--- src/rtl/fcr_pkg.sv ---
package fcr_pkg;

  localparam int COORD_W    = 12;  // center coordinates, two's complement
  localparam int RADIUS_W   = 10;
  localparam int DIM_W      = 11;  // screen width and height registers
  localparam int STEP_W     = 11;  // scan step counters, up to 2r - 1
  localparam int POS_W      = 13;  // absolute scan position, signed
  localparam int SQ_W       = 20;  // squared distances
  localparam int ADDR_W     = 20;
  localparam int COLOR_W    = 32;
  localparam int APB_DATA_W = 32;
  localparam int CFG_ADDR_W = 3;
  localparam int REG_SHIFT  = 2;   // registers sit on 32-bit word addresses

  localparam int SCREEN_RESET = 1024;

  typedef enum logic {
    OP_START = 1'b0,
    OP_TICK  = 1'b1
  } op_t;

  typedef enum logic {
    REG_SCREEN_WIDTH  = 1'b0,
    REG_SCREEN_HEIGHT = 1'b1
  } reg_idx_t;

endpackage

--- src/rtl/fcr_ifs.sv ---
interface fcr_cmd_if;
  import fcr_pkg::*;

  logic                       valid;
  logic                       ready;
  op_t                        operation;
  logic signed [COORD_W-1:0]  center_x;
  logic signed [COORD_W-1:0]  center_y;
  logic        [RADIUS_W-1:0] circle_radius;
  logic        [COLOR_W-1:0]  fill_color;

  modport source (
    output valid, operation, center_x, center_y, circle_radius, fill_color,
    input  ready
  );

  modport sink (
    input  valid, operation, center_x, center_y, circle_radius, fill_color,
    output ready
  );
endinterface

interface fcr_pix_if;
  import fcr_pkg::*;

  logic               valid;
  logic               ready;
  logic               pixel_write;
  logic [ADDR_W-1:0]  pixel_address;
  logic [COLOR_W-1:0] pixel_value;
  logic               scan_done;

  modport source (
    output valid, pixel_write, pixel_address, pixel_value, scan_done,
    input  ready
  );

  modport sink (
    input  valid, pixel_write, pixel_address, pixel_value, scan_done,
    output ready
  );
endinterface

--- src/rtl/filled_circle_rasterizer.sv ---
// Filled circle rasterizer with a bounding-box scan.
// The cmd channel takes one beat per step: a start beat loads a circle
// (center, radius, color) and restarts any scan in progress; a tick beat
// visits the next position of the 2r by 2r box, row by row. Every cmd beat
// produces exactly one pix beat, which carries a framebuffer write (address
// row * screen_width + column, and the color) when the position is on screen
// and inside the circle, and scan_done on the last position or when idle.
// A beat's result is registered at the edge that accepts it and shown on pix
// from the next cycle. cmd takes one beat per clock while pix does not stall;
// the squared distances are kept as running sums, so each tick needs only
// adds, compares and one 11 by 11 bit multiply for the row address, which
// always uses the current screen_width. The multiplier for r * r sits in the
// start path. When pix stalls, the finished beat holds in the output register
// and cmd stays ready only if that register drains in the same cycle.
// Reset (rst, synchronous) empties the output register, stops any scan and
// sets both screen registers to 1024, limited to MAX_SCREEN_DIM.
// The APB port writes screen_width at address 0 and screen_height at 4; it
// should only be written while no beat is in flight.
module filled_circle_rasterizer #(
  parameter int MAX_SCREEN_DIM = 1024,
  parameter int MAX_RADIUS     = 1023,
  parameter int COLOR_BITS     = 32
) (
  input  logic                            clk,
  input  logic                            rst,
  fcr_cmd_if.sink                         cmd,
  fcr_pix_if.source                       pix,
  input  logic                            psel,
  input  logic                            penable,
  input  logic                            pwrite,
  input  logic [fcr_pkg::CFG_ADDR_W-1:0]  paddr,
  input  logic [fcr_pkg::APB_DATA_W-1:0]  pwdata,
  output logic [fcr_pkg::APB_DATA_W-1:0]  prdata,
  output logic                            pready
);
  import fcr_pkg::*;

  // Reset value of the screen registers, limited to the largest screen.
  localparam logic [DIM_W-1:0] DIM_RESET = (MAX_SCREEN_DIM < SCREEN_RESET) ?
                                           DIM_W'(MAX_SCREEN_DIM) : DIM_W'(SCREEN_RESET);

  // ---------------------------------------------------------------------
  // Configuration registers.
  // ---------------------------------------------------------------------
  logic [DIM_W-1:0] screen_width;
  logic [DIM_W-1:0] screen_height;
  logic [DIM_W-1:0] cfg_value;
  logic             cfg_write;
  reg_idx_t         cfg_index;

  assign pready    = 1'b1;
  assign cfg_write = psel && penable && pwrite && pready;
  assign cfg_index = reg_idx_t'(paddr[REG_SHIFT]);
  // Only the low DIM_W bits are kept; above the largest screen they saturate.
  assign cfg_value = (32'(pwdata[DIM_W-1:0]) > MAX_SCREEN_DIM) ?
                     DIM_W'(MAX_SCREEN_DIM) : pwdata[DIM_W-1:0];

  always_comb begin
    case (cfg_index)
      REG_SCREEN_WIDTH:  prdata = APB_DATA_W'(screen_width);
      REG_SCREEN_HEIGHT: prdata = APB_DATA_W'(screen_height);
      default:           prdata = '0;
    endcase
  end

  always_ff @(posedge clk) begin
    if (rst) begin
      screen_width  <= DIM_RESET;
      screen_height <= DIM_RESET;
    end else if (cfg_write) begin
      case (cfg_index)
        REG_SCREEN_WIDTH:  screen_width  <= cfg_value;
        REG_SCREEN_HEIGHT: screen_height <= cfg_value;
        default: ;
      endcase
    end
  end

  // ---------------------------------------------------------------------
  // Scan state. Besides the step counters, the scan keeps its absolute
  // position, the offsets from the center and their squares as running
  // values.
  // ---------------------------------------------------------------------
  logic                      busy;
  logic [STEP_W-1:0]         row_step;
  logic [STEP_W-1:0]         column_step;
  logic [STEP_W-1:0]         side_m1;      // 2r - 1, the last step index
  logic signed [POS_W-1:0]   row_start_x;  // center_x - r
  logic signed [POS_W-1:0]   scan_x;
  logic signed [POS_W-1:0]   scan_y;
  logic signed [COORD_W-1:0] offset_x;     // scan_x - center_x
  logic signed [COORD_W-1:0] offset_y;
  logic [SQ_W-1:0]           offset_x_sq;
  logic [SQ_W-1:0]           offset_y_sq;
  logic [SQ_W-1:0]           radius_sq;
  logic [COLOR_BITS-1:0]     held_color;

  logic cmd_fire;
  logic is_start;

  assign cmd.ready = !pix.valid || pix.ready;
  assign cmd_fire  = cmd.valid && cmd.ready;
  assign is_start  = (cmd.operation == OP_START);

  // Start path: saturate the radius and set up the first scan position.
  logic [RADIUS_W-1:0]             start_radius;
  logic signed [POS_W-1:0]         start_x0;
  logic signed [POS_W-1:0]         start_y0;
  logic signed [COORD_W-1:0]       start_offset;
  logic [SQ_W-1:0]                 start_radius_sq;

  assign start_radius = (32'(cmd.circle_radius) > MAX_RADIUS) ?
                        RADIUS_W'(MAX_RADIUS) : cmd.circle_radius;
  assign start_x0 = POS_W'(cmd.center_x) - POS_W'($signed({1'b0, start_radius}));
  assign start_y0 = POS_W'(cmd.center_y) - POS_W'($signed({1'b0, start_radius}));
  assign start_offset      = -COORD_W'($signed({1'b0, start_radius}));
  assign start_radius_sq   = SQ_W'(start_radius) * SQ_W'(start_radius);

  // Tick path: clip against the screen and test against the circle.
  logic                 on_screen;
  logic                 in_circle;
  logic                 column_last;
  logic                 scan_last;
  logic [2*DIM_W-1:0]   row_product;
  logic [ADDR_W-1:0]    tick_address;
  logic [SQ_W-1:0]      offset_x_sq_next;
  logic [SQ_W-1:0]      offset_y_sq_next;

  assign on_screen = !scan_y[POS_W-1] && (scan_y < $signed({2'b00, screen_height})) &&
                     !scan_x[POS_W-1] && (scan_x < $signed({2'b00, screen_width}));
  assign in_circle = ({1'b0, offset_x_sq} + {1'b0, offset_y_sq}) <= {1'b0, radius_sq};
  assign column_last  = (column_step == side_m1);
  assign scan_last    = column_last && (row_step == side_m1);
  // The address only matters on screen, where both coordinates fit in DIM_W
  // bits and are not negative.
  assign row_product  = scan_y[DIM_W-1:0] * screen_width;
  assign tick_address = ADDR_W'(row_product) + ADDR_W'(scan_x[DIM_W-1:0]);

  // (d + 1)^2 = d^2 + 2d + 1
  assign offset_x_sq_next = SQ_W'($signed({1'b0, offset_x_sq}) + $signed({offset_x, 1'b1}));
  assign offset_y_sq_next = SQ_W'($signed({1'b0, offset_y_sq}) + $signed({offset_y, 1'b1}));

  always_ff @(posedge clk) begin
    if (rst) begin
      busy        <= 1'b0;
      row_step    <= '0;
      column_step <= '0;
    end else if (cmd_fire) begin
      if (is_start) begin
        busy        <= (start_radius != '0);
        row_step    <= '0;
        column_step <= '0;
      end else if (busy) begin
        if (scan_last) begin
          busy        <= 1'b0;
          row_step    <= '0;
          column_step <= '0;
        end else if (column_last) begin
          column_step <= '0;
          row_step    <= row_step + STEP_W'(1);
        end else begin
          column_step <= column_step + STEP_W'(1);
        end
      end
    end
  end

  always_ff @(posedge clk) begin
    if (cmd_fire) begin
      if (is_start) begin
        side_m1     <= STEP_W'({start_radius, 1'b0}) - STEP_W'(1);
        row_start_x <= start_x0;
        scan_x      <= start_x0;
        scan_y      <= start_y0;
        offset_x    <= start_offset;
        offset_y    <= start_offset;
        offset_x_sq <= start_radius_sq;
        offset_y_sq <= start_radius_sq;
        radius_sq   <= start_radius_sq;
        held_color  <= cmd.fill_color[COLOR_BITS-1:0];
      end else if (busy && !scan_last) begin
        if (column_last) begin
          // Back to the left edge of the next row.
          scan_x      <= row_start_x;
          offset_x    <= -COORD_W'($signed({1'b0, side_m1[STEP_W-1:1]})) - COORD_W'(1);
          offset_x_sq <= radius_sq;
          scan_y      <= scan_y + POS_W'(1);
          offset_y    <= offset_y + COORD_W'(1);
          offset_y_sq <= offset_y_sq_next;
        end else begin
          scan_x      <= scan_x + POS_W'(1);
          offset_x    <= offset_x + COORD_W'(1);
          offset_x_sq <= offset_x_sq_next;
        end
      end
    end
  end

  // ---------------------------------------------------------------------
  // Result for the current beat and the output register.
  // ---------------------------------------------------------------------
  logic               res_write;
  logic [ADDR_W-1:0]  res_address;
  logic [COLOR_W-1:0] res_value;
  logic               res_done;

  always_comb begin
    res_write   = 1'b0;
    res_address = '0;
    res_value   = '0;
    res_done    = 1'b1;
    if (is_start) begin
      // A zero radius finishes at once.
      res_done = (start_radius == '0);
    end else if (busy) begin
      res_write = on_screen && in_circle;
      res_done  = scan_last;
      if (res_write) begin
        res_address = tick_address;
        res_value   = COLOR_W'(held_color);
      end
    end
  end

  always_ff @(posedge clk) begin
    if (rst) begin
      pix.valid <= 1'b0;
    end else if (cmd.ready) begin
      pix.valid <= cmd.valid;
    end
  end

  always_ff @(posedge clk) begin
    if (cmd_fire) begin
      pix.pixel_write   <= res_write;
      pix.pixel_address <= res_address;
      pix.pixel_value   <= res_value;
      pix.scan_done     <= res_done;
    end
  end

endmodule

--- src/flat_wrapper.sv ---
// flat-port wrapper written by rule: the top's interface ports become plain ports
module filled_circle_rasterizer_flat import fcr_pkg::*;
#(
  parameter int MAX_SCREEN_DIM = 1024,
  parameter int MAX_RADIUS     = 1023,
  parameter int COLOR_BITS     = 32
)
  (clk, rst, psel, penable, pwrite, paddr, pwdata, prdata, pready, cmd_valid, cmd_operation, cmd_center_x, cmd_center_y, cmd_circle_radius, cmd_fill_color, cmd_ready, pix_valid, pix_pixel_write, pix_pixel_address, pix_pixel_value, pix_scan_done, pix_ready);
  fcr_cmd_if cmd_i ();
  fcr_pix_if pix_i ();
  input  logic clk;
  input  logic rst;
  input  logic psel;
  input  logic penable;
  input  logic pwrite;
  input  logic [fcr_pkg::CFG_ADDR_W-1:0] paddr;
  input  logic [fcr_pkg::APB_DATA_W-1:0] pwdata;
  output logic [fcr_pkg::APB_DATA_W-1:0] prdata;
  output logic pready;
  input wire logic [$bits(cmd_i.valid)-1:0] cmd_valid;
  input wire logic [$bits(cmd_i.operation)-1:0] cmd_operation;
  input wire logic [$bits(cmd_i.center_x)-1:0] cmd_center_x;
  input wire logic [$bits(cmd_i.center_y)-1:0] cmd_center_y;
  input wire logic [$bits(cmd_i.circle_radius)-1:0] cmd_circle_radius;
  input wire logic [$bits(cmd_i.fill_color)-1:0] cmd_fill_color;
  output wire logic [$bits(cmd_i.ready)-1:0] cmd_ready;
  output wire logic [$bits(pix_i.valid)-1:0] pix_valid;
  output wire logic [$bits(pix_i.pixel_write)-1:0] pix_pixel_write;
  output wire logic [$bits(pix_i.pixel_address)-1:0] pix_pixel_address;
  output wire logic [$bits(pix_i.pixel_value)-1:0] pix_pixel_value;
  output wire logic [$bits(pix_i.scan_done)-1:0] pix_scan_done;
  input wire logic [$bits(pix_i.ready)-1:0] pix_ready;
  assign cmd_i.valid = cmd_valid;
  assign cmd_i.operation = cmd_operation;
  assign cmd_i.center_x = cmd_center_x;
  assign cmd_i.center_y = cmd_center_y;
  assign cmd_i.circle_radius = cmd_circle_radius;
  assign cmd_i.fill_color = cmd_fill_color;
  assign cmd_ready = cmd_i.ready;
  assign pix_valid = pix_i.valid;
  assign pix_pixel_write = pix_i.pixel_write;
  assign pix_pixel_address = pix_i.pixel_address;
  assign pix_pixel_value = pix_i.pixel_value;
  assign pix_scan_done = pix_i.scan_done;
  assign pix_i.ready = pix_ready;
  filled_circle_rasterizer #(.MAX_SCREEN_DIM(MAX_SCREEN_DIM), .MAX_RADIUS(MAX_RADIUS), .COLOR_BITS(COLOR_BITS)) u_core (.clk(clk), .rst(rst), .cmd(cmd_i), .pix(pix_i), .psel(psel), .penable(penable), .pwrite(pwrite), .paddr(paddr), .pwdata(pwdata), .prdata(prdata), .pready(pready));
endmodule
--- config.mk ---
export PLATFORM = sky130hd
export DESIGN_NAME = filled_circle_rasterizer_flat
export DESIGN_NICKNAME = d
export VERILOG_FILES = /design/src/rtl/fcr_pkg.sv /design/src/rtl/fcr_ifs.sv /design/src/rtl/filled_circle_rasterizer.sv /design/src/flat_wrapper.sv
export SDC_FILE = /design/constraint.sdc
export NUM_CORES = 1
export LEC_CHECK = 0
export ABC_AREA = 1
export BUFFER_PORTS_ARGS = -buffer_cell sky130_fd_sc_hd__buf_2
export CORE_MARGIN = 2
export CORE_UTILIZATION = 35
export CTS_BUF_LIST = sky130_fd_sc_hd__clkbuf_4
export DETAILED_ROUTE_END_ITERATION = 7
export GPL_ROUTABILITY_DRIVEN = 0
export SLEW_MARGIN = 20
export SYNTH_ARGS = -nofsm -noshare
export SYNTH_HDL_FRONTEND = slang
export SYNTH_SLANG_ARGS = --single-unit
--- constraint.sdc ---
create_clock -name clk -period 5.7 [get_ports clk]
set_clock_uncertainty 0.2 [all_clocks]
set_input_delay 1.14 -clock clk [delete_from_list [all_inputs] [get_ports clk]]
set_output_delay 1.14 -clock clk [all_outputs]
set_load 0.005 [all_outputs]
# After elaboration in Yosys (flattened, before gate mapping)
# Index checks and enable logic that the tools add are counted.
classes:
  n_addsub: 16
  n_mul: 2
  magnitude_cmp: 4
  n_eq_ne: 6
  mux: 33
  n_bitwise: 2
  reduce_logical: 25
ops:
  columns: ["op", "count"]
  rows:
  - ["20-bit two-way mux", 6]
  - ["11-bit two-way mux", 9]
  - ["13-bit two-way mux", 6]
  - ["12-bit two-way mux", 6]
  - ["32-bit one-hot mux with 2 select lines", 1]
  - ["20-bit by 13-bit adder with 20-bit output", 2]
  - ["13-bit by 2-bit adder with 13-bit output, second input constant", 2]
  - ["13-bit by 12-bit less-than comparator with 1-bit output", 2]
  - ["12-bit by 11-bit subtractor with 13-bit output", 2]
  - ["12-bit by 2-bit adder with 12-bit output, second input constant", 2]
  - ["10-bit negator with 12-bit output", 2]
  - ["11-bit by 1-bit adder with 11-bit output, second input constant", 2]
  - ["11-bit equality test", 2]
  - ["20-bit by 20-bit adder with 21-bit output", 1]
  - ["21-bit by 20-bit <= comparator with 1-bit output", 1]
  - ["20-bit by 11-bit adder with 20-bit output", 1]
  - ["10-bit by 10-bit multiplier with 20-bit output", 1]
  - ["11-bit by 11-bit multiplier with 20-bit output", 1]
  - ["2-bit AND reduction", 6]
  - ["12-bit by 2-bit subtractor with 12-bit output, second input constant", 1]
  - ["11-bit > comparator, second input constant", 1]
  - ["11-bit by 1-bit subtractor with 11-bit output, second input constant", 1]
  - ["10-bit zero test", 1]
  - ["10-bit nonzero test", 1]
  - ["8 further kinds", 28]
totals:
  reg_bits: 266
  inputBits: 109
  output_inout_bits: 89
  wordCells: 108

# Depth between registers and ports, before layout
logic_depth:
  depth_word: 6
  mapped_depth: 26

# Worst setup path before layout
# Ideal clock, no wire load.
synth_timing:
  kind: "in2reg"
  start: "in cmd_circle_radius[0]"
  end: "reg u_core.offset_x_sq[18] (data pin)"
  setup_time_ns: 0.262
  arrival_time_ns: 5.472
  required_ns: 5.238
  path_slack_ns: -0.233
  stages: 19
  n_path_buf: 1
  path_cell_list: "clkbuf_1 nand2_1 fa_1 fa_1 inv_1 fa_1 fa_1 inv_1 fa_1 inv_1 ha_1 a21oi_1 o21ai_0 nand2_1 nand4_1 a21oi_1 xor2_1 nand2_1 o21ai_0"
synth_between:
  elab_chain_cells: 2
synth_lines:
  columns: ["item", "line", "rtl"]
  rows:
  - ["start: declaration", "flat_wrapper.sv:24", "input wire logic [$bits(cmd_i.circle_radius)-1:0] cmd_circle_radius;"]
  - ["10-bit by 10-bit multiplier with 20-bit output", "filled_circle_rasterizer.sv:117", "assign start_radius_sq = SQ_W'(start_radius) * SQ_W'(start_radius);"]
  - ["named net u_core.start_radius_sq[18]", "filled_circle_rasterizer.sv:110", "logic [SQ_W-1:0] start_radius_sq;"]
  - ["20-bit two-way mux", "filled_circle_rasterizer.sv:170", "if (is_start) begin"]
  - ["end signal: assignment", "filled_circle_rasterizer.sv:177", "offset_x_sq <= start_radius_sq;"]
  - ["end signal: assignment", "filled_circle_rasterizer.sv:186", "offset_x_sq <= radius_sq;"]
  - ["end signal: assignment", "filled_circle_rasterizer.sv:193", "offset_x_sq <= offset_x_sq_next;"]
  - ["end: declaration", "filled_circle_rasterizer.sv:93", "logic [SQ_W-1:0] offset_x_sq;"]
# The timed path passes the listed nets, and every way through them passes these cells.
# A chain may end at the register's enable or synchronous reset.

# Final worst setup path
layout_timing:
  start: "reg u_core.scan_y[2]"
  end: "reg u_core.pix.pixel_address[16] (data pin)"
layout_between:
  elab_chain_cells: 6
layout_lines:
  columns: ["item", "line", "rtl"]
  rows:
  - ["start: declaration", "filled_circle_rasterizer.sv:90", "logic signed [POS_W-1:0] scan_y;"]
  - ["start signal: assignment", "filled_circle_rasterizer.sv:174", "scan_y <= start_y0;"]
  - ["start signal: assignment", "filled_circle_rasterizer.sv:187", "scan_y <= scan_y + POS_W'(1);"]
  - ["branches (longest 6 deep; another with 11-bit by 11-bit multiplier with 20-bit output)", null, null]
  - ["end signal: assignment", "filled_circle_rasterizer.sv:236", "pix.pixel_address <= res_address;"]
  - ["end: declaration", "fcr_ifs.sv:34", "output valid, pixel_write, pixel_address, pixel_value, scan_done,"]
# Parallel ways; which one is timed is not known.

==> results.toml <==
[worst_setup_path]
worst-path-max-fanout = 9
ff2ff_setup_slack_ps = 240
r2r_start = "u_core.scan_y[2]"
timing.critical_path.to_type = "register"
crit-reg2reg-capture = "u_core.pix.pixel_address[16]"
critical_path_class = "reg2reg"
worst_path_most_repeated_cell = "fa_1"
slowest_stage = "edfxtp_1"
path_delay_family = "adder cells"
startpoint_type = "register"
cp_slowest_stage_delay_ps = 570
required_time_at_the_worst_slack_endpoint_ps = 6040
cp.buffers_inverters = 4
timing.critical_path.cells = "buf_4, nand2_1, fa_1, fa_1, fa_1, inv_1, fa_1, inv_1, fa_1, inv_1, ha_1, a21oi_1, o221ai_1, a21oi_1, or2_1, nand2_1, nand2_1, nand2_1, nor2_1"
arrival_ps = 5800
r2r_cells = 19

[pwr]
switching_power_mw = 3.41
p_sw_share_pct = 40.0
p_int_mw = 5.13
fin_total_pwr_mw = 8.54
power.density_nw_per_um2 = 315
clkPwrFrac_pct = 21.7
power.static_leakage_nw = 13.5
irDropWorstVdd_mv = 0.221
gate_power_share_pct = 48.5
part_of_the_power_in_registers_pct = 29.8

[global_routing]
grt.total_usage_pct = 18.3
number_of_antenna_violations_at_the_first_check_in_global_routing = 3
pin_count_of_the_biggest_net_entering_global_routing = 58
vias_in_the_first_global_route = 19535
grt_overflow = 0
grt_pass1_wl_mm = 101

[yosys]
synth-seq-area-share_pct = 31.4
synthDistinctLibCells = 62
number_of_warnings_printed_during_yosys_synthesis = 0
cell_taking_the_most_area_after_synthesis = "edfxtp_1"
synth_edf_count = 218
synth.ff_latch_count = 264
synth_mux_area_share_pct = 0
synth_adder_area_share_pct = 23.8
synth_area_leaders = "edfxtp_1, fa_1, ha_1"
synth_area_sq_um = 23700
synth-main-ff-cell = "edfxtp_1"
synth_top_family_by_area = "adder cells"
synthCells = 2926
synth-compound-area-share_pct = 11.1
ys_top_cells_by_count = "nand2_1, inv_1, nor2_1"
proportion_of_netlist_area_held_by_the_largest_area_contributor_pct = 27.6
xor_xnor_share_of_the_synthesized_area_pct = 4.21
fraction_of_registers_with_async_set_or_reset_after_synthesis_pct = 0
synthesis.area_per_instance_sq_um = 8.11
post-synth-top-count-cell = "nand2_1"
synth-simple-area-share_pct = 18.8

[sta]
timing.final.hold_violations = 0
worst-slew-pin-transition_ps = 1030
slew_viol_final = 0
final-setup-viol-count = 0
min_period_over_period_pct = 95.7
slew-limit-headroom_pct = 31.0
clock.fmax_ghz = 0.183
timing.final.crit_period_ps = 5460
finalHoldWorstSlack_ps = 300

[floorplanning]
initial_utilization_pct = 35.4
row_count = 95
die-area_sq_um = 69900
core_ar_sq_um = 67200
fp.dieW_microns = 264
floorplan_die_height_microns = 264
top_level_ports = 198

[clock_network]
tritoncts.num_buffers = 78
clkSinkCount = 264
clk-insertion-delay-late_ps = 810
ctsHoldBuffers = 0
cts.root.buffer_cell = "clkbuf_4"
cts.reportedPaths.clkPinSlew_ps = 60
cts_tree = "done"
cts_htree_levels = 3
cts_max_path_buffers = 3

[routing]
route.vias.total = 19988
routed_wl_mm = 63.9
antenna_violating_nets_remaining = 0
viasPerCell = 4.84
detailedRoute.firstPassIterationCount = 5
avgRoutedWirePerCell_microns = 15.5
route.detailed.drc = 0
detail_route.iter0.violations = 1270

[finish]
finalInstanceArea_sq_um = 27100
post_route_cells_drive_above_1_share_pct = 13.9
num-nets-final = 3677
flow.area_growth_from_synthesis_pct = 14.2
final.fill_count = 6819

[placement]
io_buffer_count = 152
place_hpwl_mm = 51.0
placed_cell_area_sq_um = 26000

[hold_path]
type_of_the_tightest_min_delay_check = "in2reg"
min_to = "u_core.held_color[0]"
cell_depth_of_the_worst_hold_path = 1
min-delay-start = "cmd_fill_color[0]"

[outcome]
run_status = "finished, final reports clean"

[job]
cap_violations = 0
[kinds of logic after synthesis]
group	Yosys count
adders and majority gates	366
DFF	264
AOI/OAI and AO/OA	470
and+or+nand+nor	1072
other	2
buffers and inverters	638
xor gates and xnor gates	114
[metrics by stage]
step                      worst slack (ps)  TNS [ps]  util (%)  instances
after detailed placement              -379     -6160      38.8       3985
after global routing                 -4.25     -4.25      40.4       4131
after floorplan                       9.70         0         -       2946
final                                  244         0      40.4       4131
after CTS                              190         0      40.3       4120
after global placement                -280     -4670      38.8       3985
[state kept, by name, indices dropped and copies added (netlist names)]
signal,count
u_core.busy,1
u_core.column_step,11
u_core.held_color,32
u_core.offset_x,12
u_core.offset_x_sq,20
u_core.offset_y,12
u_core.offset_y_sq,20
u_core.pix.pixel_address,20
u_core.pix.pixel_value,32
u_core.pix.pixel_write,1
u_core.pix.scan_done,1
u_core.pix.valid,1
u_core.radius_sq,19
u_core.row_start_x,13
u_core.row_step,11
u_core.scan_x,13
u_core.scan_y,13
u_core.screen_height,11
u_core.screen_width,11
u_core.side_m1,10
[power groups by stage]
stage	Sequential, mW	Clock [mW]	Combinational [mW]
5_1_grt	2.56	2.00	4.75
4_1_cts	2.54	1.91	4.14
6_report	2.55	1.85	4.14
3_3_place_gp	2.58	0	4.08
3_5_place_dp	2.58	0	4.11
2_1_floorplan	2.52	0	2.81
[layer usage]
metal / routed length, microns / part of all wire [%] / vias to the layer above / GRT usage (%)
met5: 16 / 0.025 / - / 0
met4: 1780 / 2.8 / 2 / 6.39
met3: 3470 / 5.4 / 115 / 2.99
met2: 30800 / 48 / 542 / 31.1
met1: 27900 / 44 / 9300 / 23.4
li1: - / - / 10029 / -
[cell type report]
cell class / instances / area (sq um) / share of cell area (%)
tap: 873 / 1090 / 4.03
sequential: 264 / 7470 / 27.5
clock buffer: 119 / 893 / 3.29
timing repair buffer: 271 / 1670 / 6.14
clock inverter: 16 / 110 / 0.406
multi-input combinational: 2044 / 13800 / 51.1
antenna: 1 / 2.50 / 0.00923
inverter: 543 / 2040 / 7.51
[cells in the final DEF (no fill, tap or decap), types with 5 or more instances in the layout]
master    count
nand2_1     625
inv_1       531
nor2_1      228
ha_1        223
edfxtp_1    218
a21oi_1     182
o21ai_0     167
buf_2       152
fa_1        142
clkbuf_4    119
buf_4       118
nand3_1     107
xor2_1       73
dfxtp_1      44
xnor2_1      41
nor3_1       33
nand4_1      31
o21ai_1      26
conb_1       22
o211ai_1     15
inv_2        13
a21o_1       12
o21bai_1     12
o31ai_1       8
or2_2         8
nor4_1        8
o21a_1        7
a21boi_0      6
clkinv_1      6
a31oi_1       5
nor2_2        5
a211oi_1      5
[worst max path at each step]
stage	slack, ps	depth (start not counted)	from	end
5_1_grt	-4	21	u_core.scan_y[2]	u_core.pix.pixel_address[16]
4_1_cts	190	18	u_core.scan_y[3]	u_core.pix.pixel_address[19]
2_1_floorplan	10	19	cmd_circle_radius[5]	u_core.offset_x_sq[17]
6_report	240	19	u_core.scan_y[2]	u_core.pix.pixel_address[16]
3_3_place_gp	-280	19	cmd_circle_radius[1]	u_core.offset_x_sq[18]
3_5_place_dp	-380	19	cmd_circle_radius[1]	u_core.offset_x_sq[18]
[repair_timing]
item                       in CTS  in global routing
resized for setup               0                  2
setup endpoints to repair       0                  3
buffers inserted                0                 10
Note: power is estimated with default switching activity, not from simulation.
